<file path="config.mk">
export PLATFORM = sky130hd
export DESIGN_NAME = tld_ctrl
export DESIGN_NICKNAME = d
export VERILOG_FILES = /design/src/design/tty_line_discipline_buffers_defines.svh /design/src/design/tld_pkg.sv /design/src/design/tld_ctrl.sv
export SDC_FILE = /design/constraint.sdc
export NUM_CORES = 1
export LEC_CHECK = 0
export ABC_AREA = 1
export BUFFER_PORTS_ARGS = -buffer_cell sky130_fd_sc_hd__buf_2
export CAP_MARGIN = 15
export CORE_AREA = 2 2 39 41
export CTS_CLUSTER_DIAMETER = 100
export DETAILED_ROUTE_END_ITERATION = 10
export DIE_AREA = 0 0 41 43
export GPL_TIMING_DRIVEN = 0
export PLACE_DENSITY = 0.47
export SETUP_SLACK_MARGIN = 0.05
export SLEW_MARGIN = 20
export SYNTH_ARGS = -nofsm -noshare
export SYNTH_HDL_FRONTEND = slang
export SYNTH_SLANG_ARGS = --single-unit
</file>
<file path="constraint.sdc">
create_clock -name clk -period 1.4 [get_ports clk]
set_input_delay 0.14 -clock clk [delete_from_list [all_inputs] [get_ports clk]]
set_output_delay 0.14 -clock clk [all_outputs]
set_load 0.05 [all_outputs]
</file>
<file path="src/design/tty_line_discipline_buffers_defines.svh">
// Assertion macros shared by the terminal line discipline RTL.
// Expects clk and rst_n in the scope of each use; no other dependencies.
`ifndef TTY_LINE_DISCIPLINE_BUFFERS_DEFINES_SVH
`define TTY_LINE_DISCIPLINE_BUFFERS_DEFINES_SVH

// Check a property at every clock edge outside reset
`define TLD_ASSERT(lbl, prop, msg) \
    lbl: assert property (@(posedge clk) disable iff (!rst_n) prop) else $error(msg);

// Check a property at every clock edge, reset included
`define TLD_ASSERT_ALWAYS(lbl, prop, msg) \
    lbl: assert property (@(posedge clk) prop) else $error(msg);

`endif

</file>
<file path="src/design/tld_pkg.sv">
// Shared constants, codes and types of the terminal line discipline buffers.
// No dependencies; used by tld_ctrl, tld_datapath and the top level.
package tld_pkg;

    // Buffer sizes and console count
    localparam int RING_DEPTH    = 256;
    localparam int ECHO_DEPTH    = 256;
    localparam int CONSOLE_COUNT = 12;

    localparam int RING_AW    = $clog2(RING_DEPTH);
    localparam int ECHO_AW    = $clog2(ECHO_DEPTH);
    localparam int ECHO_CW    = $clog2(ECHO_DEPTH + 1);
    localparam int CNT_XW     = RING_AW + 8;
    localparam int FKEY_LIMIT = (CONSOLE_COUNT < 12) ? CONSOLE_COUNT : 12;

    // Character codes
    localparam logic [7:0] CH_NEWLINE   = 8'h0A;
    localparam logic [7:0] CH_BACKSPACE = 8'h08;
    localparam logic [7:0] CH_NUL       = 8'h00;

    // Opcodes
    localparam logic [1:0] OP_KEY   = 2'd0;
    localparam logic [1:0] OP_READ  = 2'd1;
    localparam logic [1:0] OP_DRAIN = 2'd2;

    // Special key kinds
    localparam logic [2:0] KIND_ENTER     = 3'd1;
    localparam logic [2:0] KIND_BACKSPACE = 3'd2;
    localparam logic [2:0] KIND_UP        = 3'd3;
    localparam logic [2:0] KIND_DOWN      = 3'd4;
    localparam logic [2:0] KIND_FKEY      = 3'd5;

    // Action codes
    localparam logic [1:0] ACT_NONE        = 2'd0;
    localparam logic [1:0] ACT_SCROLL_DOWN = 2'd1;
    localparam logic [1:0] ACT_SCROLL_UP   = 2'd2;
    localparam logic [1:0] ACT_CONSOLE     = 2'd3;

    typedef struct packed {
        logic [1:0] opcode;
        logic [7:0] key_char;
        logic       is_special;
        logic [2:0] special_kind;
        logic [3:0] fkey_index;
        logic       shift_held;
        logic       alt_held;
    } item_t;

    typedef struct packed {
        logic       echo_valid;
        logic [7:0] echo_char;
        logic [7:0] read_char;
        logic [1:0] action;
        logic [3:0] console_index;
        logic [7:0] cooked_count;
    } result_t;

    // Controller to datapath commands
    typedef struct packed {
        logic load_item;
        logic exec;
        logic xfer;
        logic load_out;
    } cmd_t;

    // Datapath to controller status
    typedef struct packed {
        logic is_enter;
        logic xfer_done;
    } status_t;

endpackage

</file>
<file path="src/design/tld_ctrl.sv">
// Controller: sequences accept, execute, ring transfer and result load.
// Depends on tld_pkg for the command and status structs.
module tld_ctrl (
    input  logic             clk,
    input  logic             rst_n,
    input  logic             s_valid,
    output logic             s_ready,
    output logic             m_valid,
    input  logic             m_ready,
    input  tld_pkg::status_t st,
    output tld_pkg::cmd_t    cmd
);

    typedef enum logic [1:0] {
        ST_IDLE,
        ST_EXEC,
        ST_XFER,
        ST_FINISH
    } state_t;

    state_t state_reg;
    logic   out_valid_reg;

    // Drive datapath commands from the current state
    always_comb
    begin
        cmd.load_item = (state_reg == ST_IDLE) && s_valid;
        cmd.exec      = (state_reg == ST_EXEC);
        cmd.xfer      = (state_reg == ST_XFER);
        cmd.load_out  = (state_reg == ST_FINISH) && (!out_valid_reg || m_ready);
    end

    // Hold state and the output valid flag
    always_ff @(posedge clk or negedge rst_n)
    begin
        if (!rst_n)
        begin
            state_reg     <= ST_IDLE;
            out_valid_reg <= 1'b0;
        end
        else
        begin
            unique case (state_reg)
                ST_IDLE:
                begin
                    if (s_valid)
                    begin
                        state_reg <= ST_EXEC;
                    end
                end
                ST_EXEC:
                begin
                    state_reg <= st.is_enter ? ST_XFER : ST_FINISH;
                end
                ST_XFER:
                begin
                    if (st.xfer_done)
                    begin
                        state_reg <= ST_FINISH;
                    end
                end
                ST_FINISH:
                begin
                    if (cmd.load_out)
                    begin
                        state_reg <= ST_IDLE;
                    end
                end
                default:
                begin
                    state_reg <= ST_IDLE;
                end
            endcase

            if (cmd.load_out)
            begin
                out_valid_reg <= 1'b1;
            end
            else if (m_ready)
            begin
                out_valid_reg <= 1'b0;
            end
        end
    end

    assign s_ready = (state_reg == ST_IDLE);
    assign m_valid = out_valid_reg;

endmodule

</file>
After elaboration in Yosys (flattened, before gate mapping)
Index checks and enable logic that the tools add are counted.
{"block": "word_totals", "ff_bits": 3, "latch_bits": 0, "ramBits": 0, "romBits": 0, "inputBits": 6, "out_inout_bits": 6, "word_cells": 22, "n_memories": 0}
{"block": "classes", "n_addsub": 0, "n_mul": 0, "div": 0, "magnitude_cmp": 0, "n_eq_ne": 6, "shift": 0, "muxes": 7, "bitwise": 0, "reduce_logical": 7}
{"cell": "$pmux 2 s4", "n": 1}
{"cell": "$mux 2", "n": 3}
{"cell": "$ne 2x2->1 const B", "n": 3}
{"cell": "$eq 2x2->1 const B", "n": 2}
{"cell": "$mux 1", "n": 3}
{"cell": "$reduce_and 3->1", "n": 1}
{"cell": "$eq 2x1->1 const B", "n": 1}
{"cell": "$logic_and 1x1->1", "n": 2}
{"cell": "$logic_not 2->1", "n": 1}
{"cell": "$reduce_bool 2->1", "n": 1}
{"cell": "$logic_not 1->1", "n": 1}
{"cell": "$logic_or 1x1->1", "n": 1}

Longest topological paths before layout
Gate-level depths: netlist of the first run.
{"block": "depth", "word_depth": 5, "depth_mapped": 7, "depth_no_buf": 7}

Least setup slack after synthesis of the first run
Ideal clock, no wire load.
{"block": "synth_timing", "kind": "reg2out", "from": "reg out_valid_reg, in the netlist m_valid", "to": "out cmd[0] (netlist bit)", "t_arrival_ps": 1444, "required_time_ps": 1260, "setup_slack_ps": -184, "stages_incl_launch_ff": 2, "path_buffers": 0, "cell_sequence": "dfrtp_1 > a21oi_1"}
{"item": "from (decl)", "line": "tld_ctrl.sv:22", "text": "logic out_valid_reg;"}
{"item": "from (signal assigned)", "line": "tld_ctrl.sv:39", "text": "out_valid_reg <= 1'b0;"}
{"item": "from (signal assigned)", "line": "tld_ctrl.sv:77", "text": "out_valid_reg <= 1'b1;"}
{"item": "from (signal assigned)", "line": "tld_ctrl.sv:81", "text": "out_valid_reg <= 1'b0;"}
{"item": "to (decl)", "line": "tld_ctrl.sv:11", "text": "output tld_pkg::cmd_t cmd"}

==> results of run 1 <==
-- per-stage QoR --
step,util,area [µm²],hold WS (ns)
2_1_floorplan,-,262.8,-0.1556
3_3_place_gp,0.2441,337.8,-0.06103
3_5_place_dp,0.2441,337.8,-0.06328
4_1_cts,0.3020,417.9,0.1873
5_1_grt,0.3373,466.7,0.2052
6_report,0.3373,466.7,0.1915
-- metal layers --
metal | GRT usage | wire, µm | share of wire
met5 | 0 | 0 | 0
met4 | 0.08000 | 16 | 0.028
met3 | 0.03141 | 28 | 0.050
met1 | 0.06494 | 219 | 0.39
met2 | 0.1250 | 299 | 0.53
-- cells in the mapped netlist --
| cell | count |
|---|---|
| nor2_2 | 1 |
| nand3_2 | 1 |
| ha_1 | 4 |
| nor2_1 | 1 |
| nand2_2 | 2 |
| dfrtp_1 | 3 |
| nand2_1 | 11 |
| nand3_1 | 1 |
| inv_2 | 1 |
| a21oi_1 | 2 |
| inv_1 | 7 |
| nand4_1 | 1 |
-- cell type report --
cell class | count | area [µm²]
clock buffers | 4 | 26.28
fillers | 152 | 917.1
inverters | 8 | 33.78
multi-input cells | 24 | 173.9
flip-flops and latches | 3 | 75.07
well taps | 16 | 20.02
repair buffers | 18 | 137.6
-- path summary, 6_finish.rpt --
path	start	to	slack [ns]	cells past startpoint
setup / recovery	state_reg[0]	cmd[3]	0.09	5
hold / removal	m_ready	m_valid	0.19	4
setup reg to reg	state_reg[0]	state_reg[0]	0.20	7
hold reg to reg	m_valid	m_valid	0.56	2
max in group asynchronous	rst_n	m_valid	1.07	2
min in group asynchronous	rst_n	state_reg[1]	0.23	2
-- tightest hold or removal path: stages --
cell and delay (ns):
buf_2 0.08, inv_1 0.06, nand2_1 0.06, nand2_1 0.04
-- logic make-up (layout without fill, tap and decap cells) --
logic type                 Yosys count  after routing  share of synthesized area
AOI/OAI and AO/OA                    2              2                    0.04000
adders and majority gates            4              4                     0.2000
buffers and inverters                8             30                     0.1200
DFF                                  3              3                     0.3000
and+or+nand+nor                     18             18                     0.3400
-- what timing repair did --
| action | in CTS | in global routing |
|---|---|---|
| cloned | 0 | 0 |
| resized for setup | 5 | 11 |
| setup buffers | 3 | 3 |
| hold buffers | 1 | 0 |
| pin swaps | 0 | 2 |
| hold endpoints to repair | 3 | 0 |
| endpoints found under the setup margin | 4 | 5 |
==> results.json, run 1 <==
{
  "clk_latency_ns": 0.23,
  "cp-end-kind": "output pin",
  "fin_cells": 73,
  "yosysTopAreaCellShare": 0.3000,
  "antenna_found_initial": 0,
  "path_clk_slew_ns": 0.04,
  "final.setup.tns_ns": 0,
  "portBuffers": 11,
  "clock-sinks": 3,
  "grt_max_degree": 5,
  "place_ws_ns": 0.1355,
  "nets": 68,
  "cpPeakStageDelay_ns": 0.39,
  "min_path_type": "in2reg",
  "grt_pass1_wl_um": 855,
  "layout_setup_ws_ns": 0.08839,
  "path_max_fanout": 4,
  "drv_slew": 0,
  "ios": 12,
  "vias": 290,
  "cts_tree": "yes",
  "clockBufferDepth": 2,
  "final-hold-violation-count": 0,
  "path_class": "reg2out",
  "fmax_mhz": 762.4,
  "critPathArrivalTime_ns": 1.17,
  "cts_buffers": 3,
  "ys_seq_area_frac": 0.3000,
  "area_growth_pct": 86.50,
  "htree_levels": 1,
  "setup_viol": 0,
  "timing.final.crit_share": 0.9369,
  "hpwl_um": 386.4,
  "root_buffer": "clkbuf_4",
  "antenna_left": 0,
  "critical_path.slowest_cell": "dfrtp_1",
  "largest_register_ffs": 2,
  "detailedRoute.firstPassIterationCount": 2,
  "ys_warn_count": 0,
  "syn_area_um2": 250.2,
  "skew_ns": 0.002154,
  "drive_above_1_share": 0.5789,
  "yosysTopAreaCell": "dfrtp_1",
  "slew_headroom": 0.8371,
  "maxCapViolCount": 0,
  "ys_types": 12,
  "finalWeightedCongestion": 0.6457,
  "finalCriticalPeriod_ns": 1.312,
  "synth_cells": 35,
  "die_w_um": 41,
  "drt-initial-drc-count": 1,
  "path_buf_inv": 3,
  "rsz0062_at_grt": "true",
  "critPathTopFamily": "flip-flops",
  "rows": 14,
  "start_util": 0.1808,
  "startpoint_type": "flop",
  "core_area_um2": 1384,
  "routedWlPerCell_um": 7.712,
  "dp.cells": 62,
  "grt.total_usage": 0.07855,
  "die_h_um": 43,
  "syn_avg_cell_area_um2": 7.150,
  "path_cells": "inv_2 -> ha_4 -> nand2_4 -> clkinvlp_4 -> buf_8",
  "postRouteWirelength_um": 563,
  "grt_overflow_total": 0,
  "yosys-top-cells-area": "dfrtp_1 30%, ha_1 20%, nand2_1 17%, inv_1 11%, nand2_2 5.0%",
  "layout_common_cells": "10 x nand2_1, 7 x buf_4, 6 x buf_2",
  "route.detailed.drc": 0,
  "vias_per_cell": 3.973,
  "synth_fp_nets": 45,
  "fp.dieArea_um2": 1763,
  "worstMarginPinSlew_ns": 0.2460,
  "run_status": "finished clean",
  "n_antenna_cell": 0,
  "required_ns": 1.26,
  "ys_seq_elements": 3,
  "final_common_cell": "nand2_1",
  "grt_pass1_vias": 239
}
Power of run 1 is not shown: default switching activity piles up to over one toggle a cycle in this logic, so the estimate is an artifact.
==> inputs of run 2 (changes only) <==
--- a/config.mk
+++ b/config.mk
@@ -14,6 +14,7 @@
 export DIE_AREA = 0 0 41 43
 export GPL_TIMING_DRIVEN = 0
 export PLACE_DENSITY = 0.47
+export REMOVE_ABC_BUFFERS = 1
 export SETUP_SLACK_MARGIN = 0.05
 export SLEW_MARGIN = 20
 export SYNTH_ARGS = -nofsm -noshare
==> run 2 against run 1 <==
Effect of this change: setup slack better by 0.0077 ns; design area down 5.4%; critical path depth down 1; global-route usage up 0.093 points; register-to-register slack better by 0.03 ns; sequential share of layout area up 1.2 points; via count down 5.2%; hold slack better by 0.016 ns.
==> results.json, run 2 (synthesis results as in run 1) <==
{
  "run_status": "finished clean",
  "skew_ns": 0.001048,
  "hold_start": "m_ready",
  "grt.total_usage": 0.07948,
  "regArea_um2": 76.32,
  "grt_overflow_total": 0,
  "layout_setup_ws_ns": 0.09611,
  "rsz0062_at_grt": "true",
  "drive_above_1_share": 0.5636,
  "slew_headroom": 0.8351,
  "final_common_cell": "nand2_1",
  "fp.dieArea_um2": 1763,
  "hpwl_um": 435,
  "min_path_type": "in2reg",
  "start_util": 0.1808,
  "multi_input_area_um2": 166.4,
  "clk_latency_ns": 0.23,
  "vias_per_cell": 3.873,
  "routedWlPerCell_um": 8.366,
  "antenna_left": 0,
  "num-fill-cells": 158,
  "timing.final.crit_share": 0.9314,
  "portBuffers": 11,
  "cts_buffers": 3,
  "vias": 275,
  "setup_viol": 0,
  "maxCapViolCount": 0,
  "core_area_um2": 1384,
  "grt_max_degree": 6,
  "drv_slew": 0,
  "final-hold-violation-count": 0,
  "root_buffer": "clkbuf_4",
  "required_ns": 1.26,
  "startpoint_type": "flop",
  "worstMarginPinSlew_ns": 0.2490,
  "path_max_fanout": 4,
  "die_w_um": 41,
  "place_ws_ns": 0.1637,
  "finalWeightedCongestion": 0.6506,
  "die_h_um": 43,
  "area_growth_pct": 76.50,
  "layout_common_cells": "10 x nand2_1, 6 x buf_2, 6 x buf_4",
  "cp-end-kind": "output pin",
  "drt-initial-drc-count": 0,
  "detailedRoute.firstPassIterationCount": 1,
  "postRouteWirelength_um": 594,
  "grt_pass1_wl_um": 890,
  "nets": 66,
  "crit_path_start": "state_reg[0]",
  "htree_levels": 1,
  "critPathArrivalTime_ns": 1.16,
  "path_clk_slew_ns": 0.04,
  "ios": 12,
  "fmax_mhz": 766.9,
  "n_antenna_cell": 0,
  "path_class": "reg2out",
  "clock-sinks": 3,
  "largest_register_ffs": 2,
  "cts_tree": "yes",
  "antenna_found_initial": 0,
  "grt_pass1_vias": 249,
  "clockBufferDepth": 2,
  "route.detailed.drc": 0,
  "finalCriticalPeriod_ns": 1.304,
  "rows": 14,
  "reg2reg_from": "state_reg[0]"
}
-- run 2: changes by cell type in the layout (fill, tap and decap cells not counted), sizes merged --
cell,previous run,this run
buf,16,15
clkinvlp,1,0
inv,7,8
clkbuf,5,4
-- run 2: area by class of cell --
type,instances,share of cell area
multi-input combinational,24,0.3768
clock buffer,4,0.05949
timing repair buffer,16,0.2776
inverter,8,0.06799
tap,16,0.04533
sequential,3,0.1728
-- run 2: metrics by stage --
stage                 util  hold WS (ns)  cell area, µm²  setup TNS, ns  std cells
floorplan                -       -0.1556           250.2        -0.3798         35
global placement    0.2351      -0.06352           325.3              0         62
detailed placement  0.2351      -0.06099           325.3              0         62
CTS                 0.2731        0.1909           377.9              0         67
global route        0.3192        0.2216           441.7              0         71
finish              0.3192        0.2078           441.7              0         71
-- run 2: worst paths after layout --
check                      cells after the start  slack [ns]           end
max                                            4         0.1        cmd[0]
min                                            4        0.21       m_valid
max reg2reg                                    7        0.23  state_reg[0]
min reg2reg                                    2        0.56  state_reg[0]
max in group asynchronous                      2        1.04  state_reg[1]
min in group asynchronous                      2        0.24  state_reg[0]
-- run 2: metal layers --
layer,track usage,part of all wire
met5,0,0
met4,0.1000,0
met3,0.01571,0.040
met2,0.1281,0.58
met1,0.06472,0.37
-- run 2: critical path: stages (launching register included) --
cell     delay, ns
dfrtp_1       0.39
ha_2          0.22
inv_2         0.04
a21oi_2       0.11
buf_6         0.17
-- run 2: timing repair --
action,CTS,global route
hold buffers,1,0
setup buffers,0,4
gates resized for setup,6,13
pin swaps,0,2
endpoints found under the hold margin,3,0
setup endpoints to repair,4,4
Power of run 2 is left out for the same reason.
==> inputs of run 3 (changes only) <==
--- a/config.mk
+++ b/config.mk
@@ -5,7 +5,6 @@
 export SDC_FILE = /design/constraint.sdc
 export NUM_CORES = 1
 export LEC_CHECK = 0
-export ABC_AREA = 1
 export BUFFER_PORTS_ARGS = -buffer_cell sky130_fd_sc_hd__buf_2
 export CAP_MARGIN = 15
 export CORE_AREA = 2 2 39 41
==> run 3 against run 2 <==
Effect of this change: synthesized cell count down 40%; final cell count down 17%; critical path type unchanged; count of clock-buffer cells in the layout unchanged; clock skew about the same; setup slack worse by 0.040 ns; largest cell class unchanged.
==> results.json, run 3 <==
{
  "cts_buffers": 3,
  "slew_headroom": 0.8350,
  "nets": 54,
  "synth.cells.most_frequent": "4 x ha_1, 4 x inv_1, 3 x dfrtp_1",
  "critPathArrivalTime_ns": 1.20,
  "clock-sinks": 3,
  "synth_ff_type": "dfrtp_1",
  "syn_avg_cell_area_um2": 11.62,
  "ys_async_sr_fraction": 1.000,
  "syn_area_um2": 244.0,
  "root_buffer": "clkbuf_4",
  "largest_register_ffs": 2,
  "worstMarginPinSlew_ns": 0.2493,
  "drv_slew": 0,
  "synth_cells": 21,
  "grt_pass1_vias": 230,
  "clk_latency_ns": 0.23,
  "drt-initial-drc-count": 0,
  "grt_max_degree": 5,
  "grt_overflow_total": 0,
  "postRouteWirelength_um": 578,
  "clockBufferDepth": 2,
  "ys_seq_area_frac": 0.3077,
  "detailedRoute.firstPassIterationCount": 1,
  "setup_viol": 0,
  "layout_common_cells": "8 x buf_2, 6 x buf_4, 3 x inv_2, 3 x clkbuf_4",
  "ys_warn_count": 0,
  "grt_pass1_wl_um": 945,
  "portBuffers": 11,
  "min_path_type": "in2reg",
  "final.setup.tns_ns": 0,
  "ys_types": 13,
  "timing.final.crit_share": 0.9596,
  "required_ns": 1.26,
  "antenna_left": 0,
  "finalWeightedCongestion": 0.6782,
  "yosys-top-cells-area": "dfrtp_1 31%, ha_1 21%, o221ai_4 11%, inv_1 6.2%, mux2_4 6.2%",
  "yosysTopAreaCell": "dfrtp_1",
  "synth-edff-count": 0,
  "path_clk_slew_ns": 0.04,
  "die_w_um": 41,
  "core_area_um2": 1384,
  "num-fill-cells": 142,
  "final_common_cell": "buf_2",
  "start_util": 0.1763,
  "fp.dieArea_um2": 1763,
  "n_antenna_cell": 0,
  "path_max_fanout": 4,
  "rsz0062_at_grt": "true",
  "run_status": "finished clean",
  "cts_tree": "yes",
  "ys_seq_elements": 3,
  "ios": 12,
  "fmax_mhz": 744.4,
  "path_class": "reg2out",
  "rows": 14,
  "htree_levels": 1,
  "area_growth_pct": 85.13,
  "vias": 225,
  "route.detailed.drc": 0,
  "vias_per_cell": 3.814,
  "die_h_um": 43,
  "grt.total_usage": 0.08216,
  "maxCapViolCount": 0,
  "yosysTopAreaCellShare": 0.3077,
  "antenna_found_initial": 0,
  "skew_ns": 0.0008781,
  "finalCriticalPeriod_ns": 1.343,
  "routedWlPerCell_um": 9.797,
  "drive_above_1_share": 0.7209,
  "startpoint_type": "flop",
  "cp-end-kind": "output pin",
  "final-hold-violation-count": 0
}
-- run 3: path summary, 6_finish.rpt --
check / from / endpoint / slack, ns / depth (start not counted)
setup / recovery: state_reg[1] / cmd[0] / 0.06 / 3
hold / removal: m_ready / m_valid / 0.22 / 3
setup reg to reg: state_reg[0] / state_reg[1] / 0.06 / 5
hold reg to reg: m_valid / m_valid / 0.56 / 2
max in group asynchronous: rst_n / state_reg[1] / 1.05 / 2
min in group asynchronous: rst_n / state_reg[0] / 0.23 / 2
-- run 3: what timing repair did --
| item | in CTS | in global routing |
|---|---|---|
| endpoints found under the hold margin | 3 | 0 |
| pin swaps | 2 | 1 |
| endpoints found under the setup margin | 5 | 6 |
| buffers inserted | 5 | 1 |
| hold buffers | 1 | 0 |
| resized for setup | 10 | 7 |
-- run 3: area by class of cell --
type | count | area, µm² | area share
Inverter | 4 | 15.01 | 0.03324
Multi-Input combinational cell | 14 | 181.4 | 0.4017
Clock buffer | 4 | 26.28 | 0.05817
Tap cell | 16 | 20.02 | 0.04432
Timing Repair Buffer | 18 | 132.6 | 0.2936
Sequential cell | 3 | 76.32 | 0.1690
-- run 3: layer usage --
metal  global-route usage  routed length (µm)
met5                    0                   0
met4              0.04000                   0
met1               0.1054                 254
met3              0.05236                  74
met2               0.1031                 248
-- run 3: stage by stage --
step	setup slack, ns	hold slack, ns	utilization	std cells	instance area [µm²]
4_1_cts	0.04311	0.2156	0.3092	58	427.9
5_1_grt	0.0007158	0.2253	0.3264	59	451.7
2_1_floorplan	-0.3888	-0.1556	-	21	244.0
3_3_place_gp	-0.05737	-0.06383	0.2306	48	319.1
6_report	0.05660	0.2177	0.3264	59	451.7
3_5_place_dp	-0.05902	-0.06206	0.2306	48	319.1
-- run 3: logic make-up (layout without fill, tap and decap cells) --
logic type / Yosys count / count (layout) / share of synthesized area
DFF: 3 / 3 / 0.3077
AOI/OAI and AO/OA: 2 / 2 / 0.1436
and+or+nand+nor: 6 / 6 / 0.1795
muxes: 2 / 2 / 0.1025
adders and majority gates: 4 / 4 / 0.2051
buffers and inverters: 4 / 26 / 0.06152
-- run 3: critical path: stages (launching register included) --
cell     delay, ns
dfrtp_2       0.43
ha_1          0.20
and2_2        0.16
buf_4         0.18
Power of run 3 is left out for the same reason.
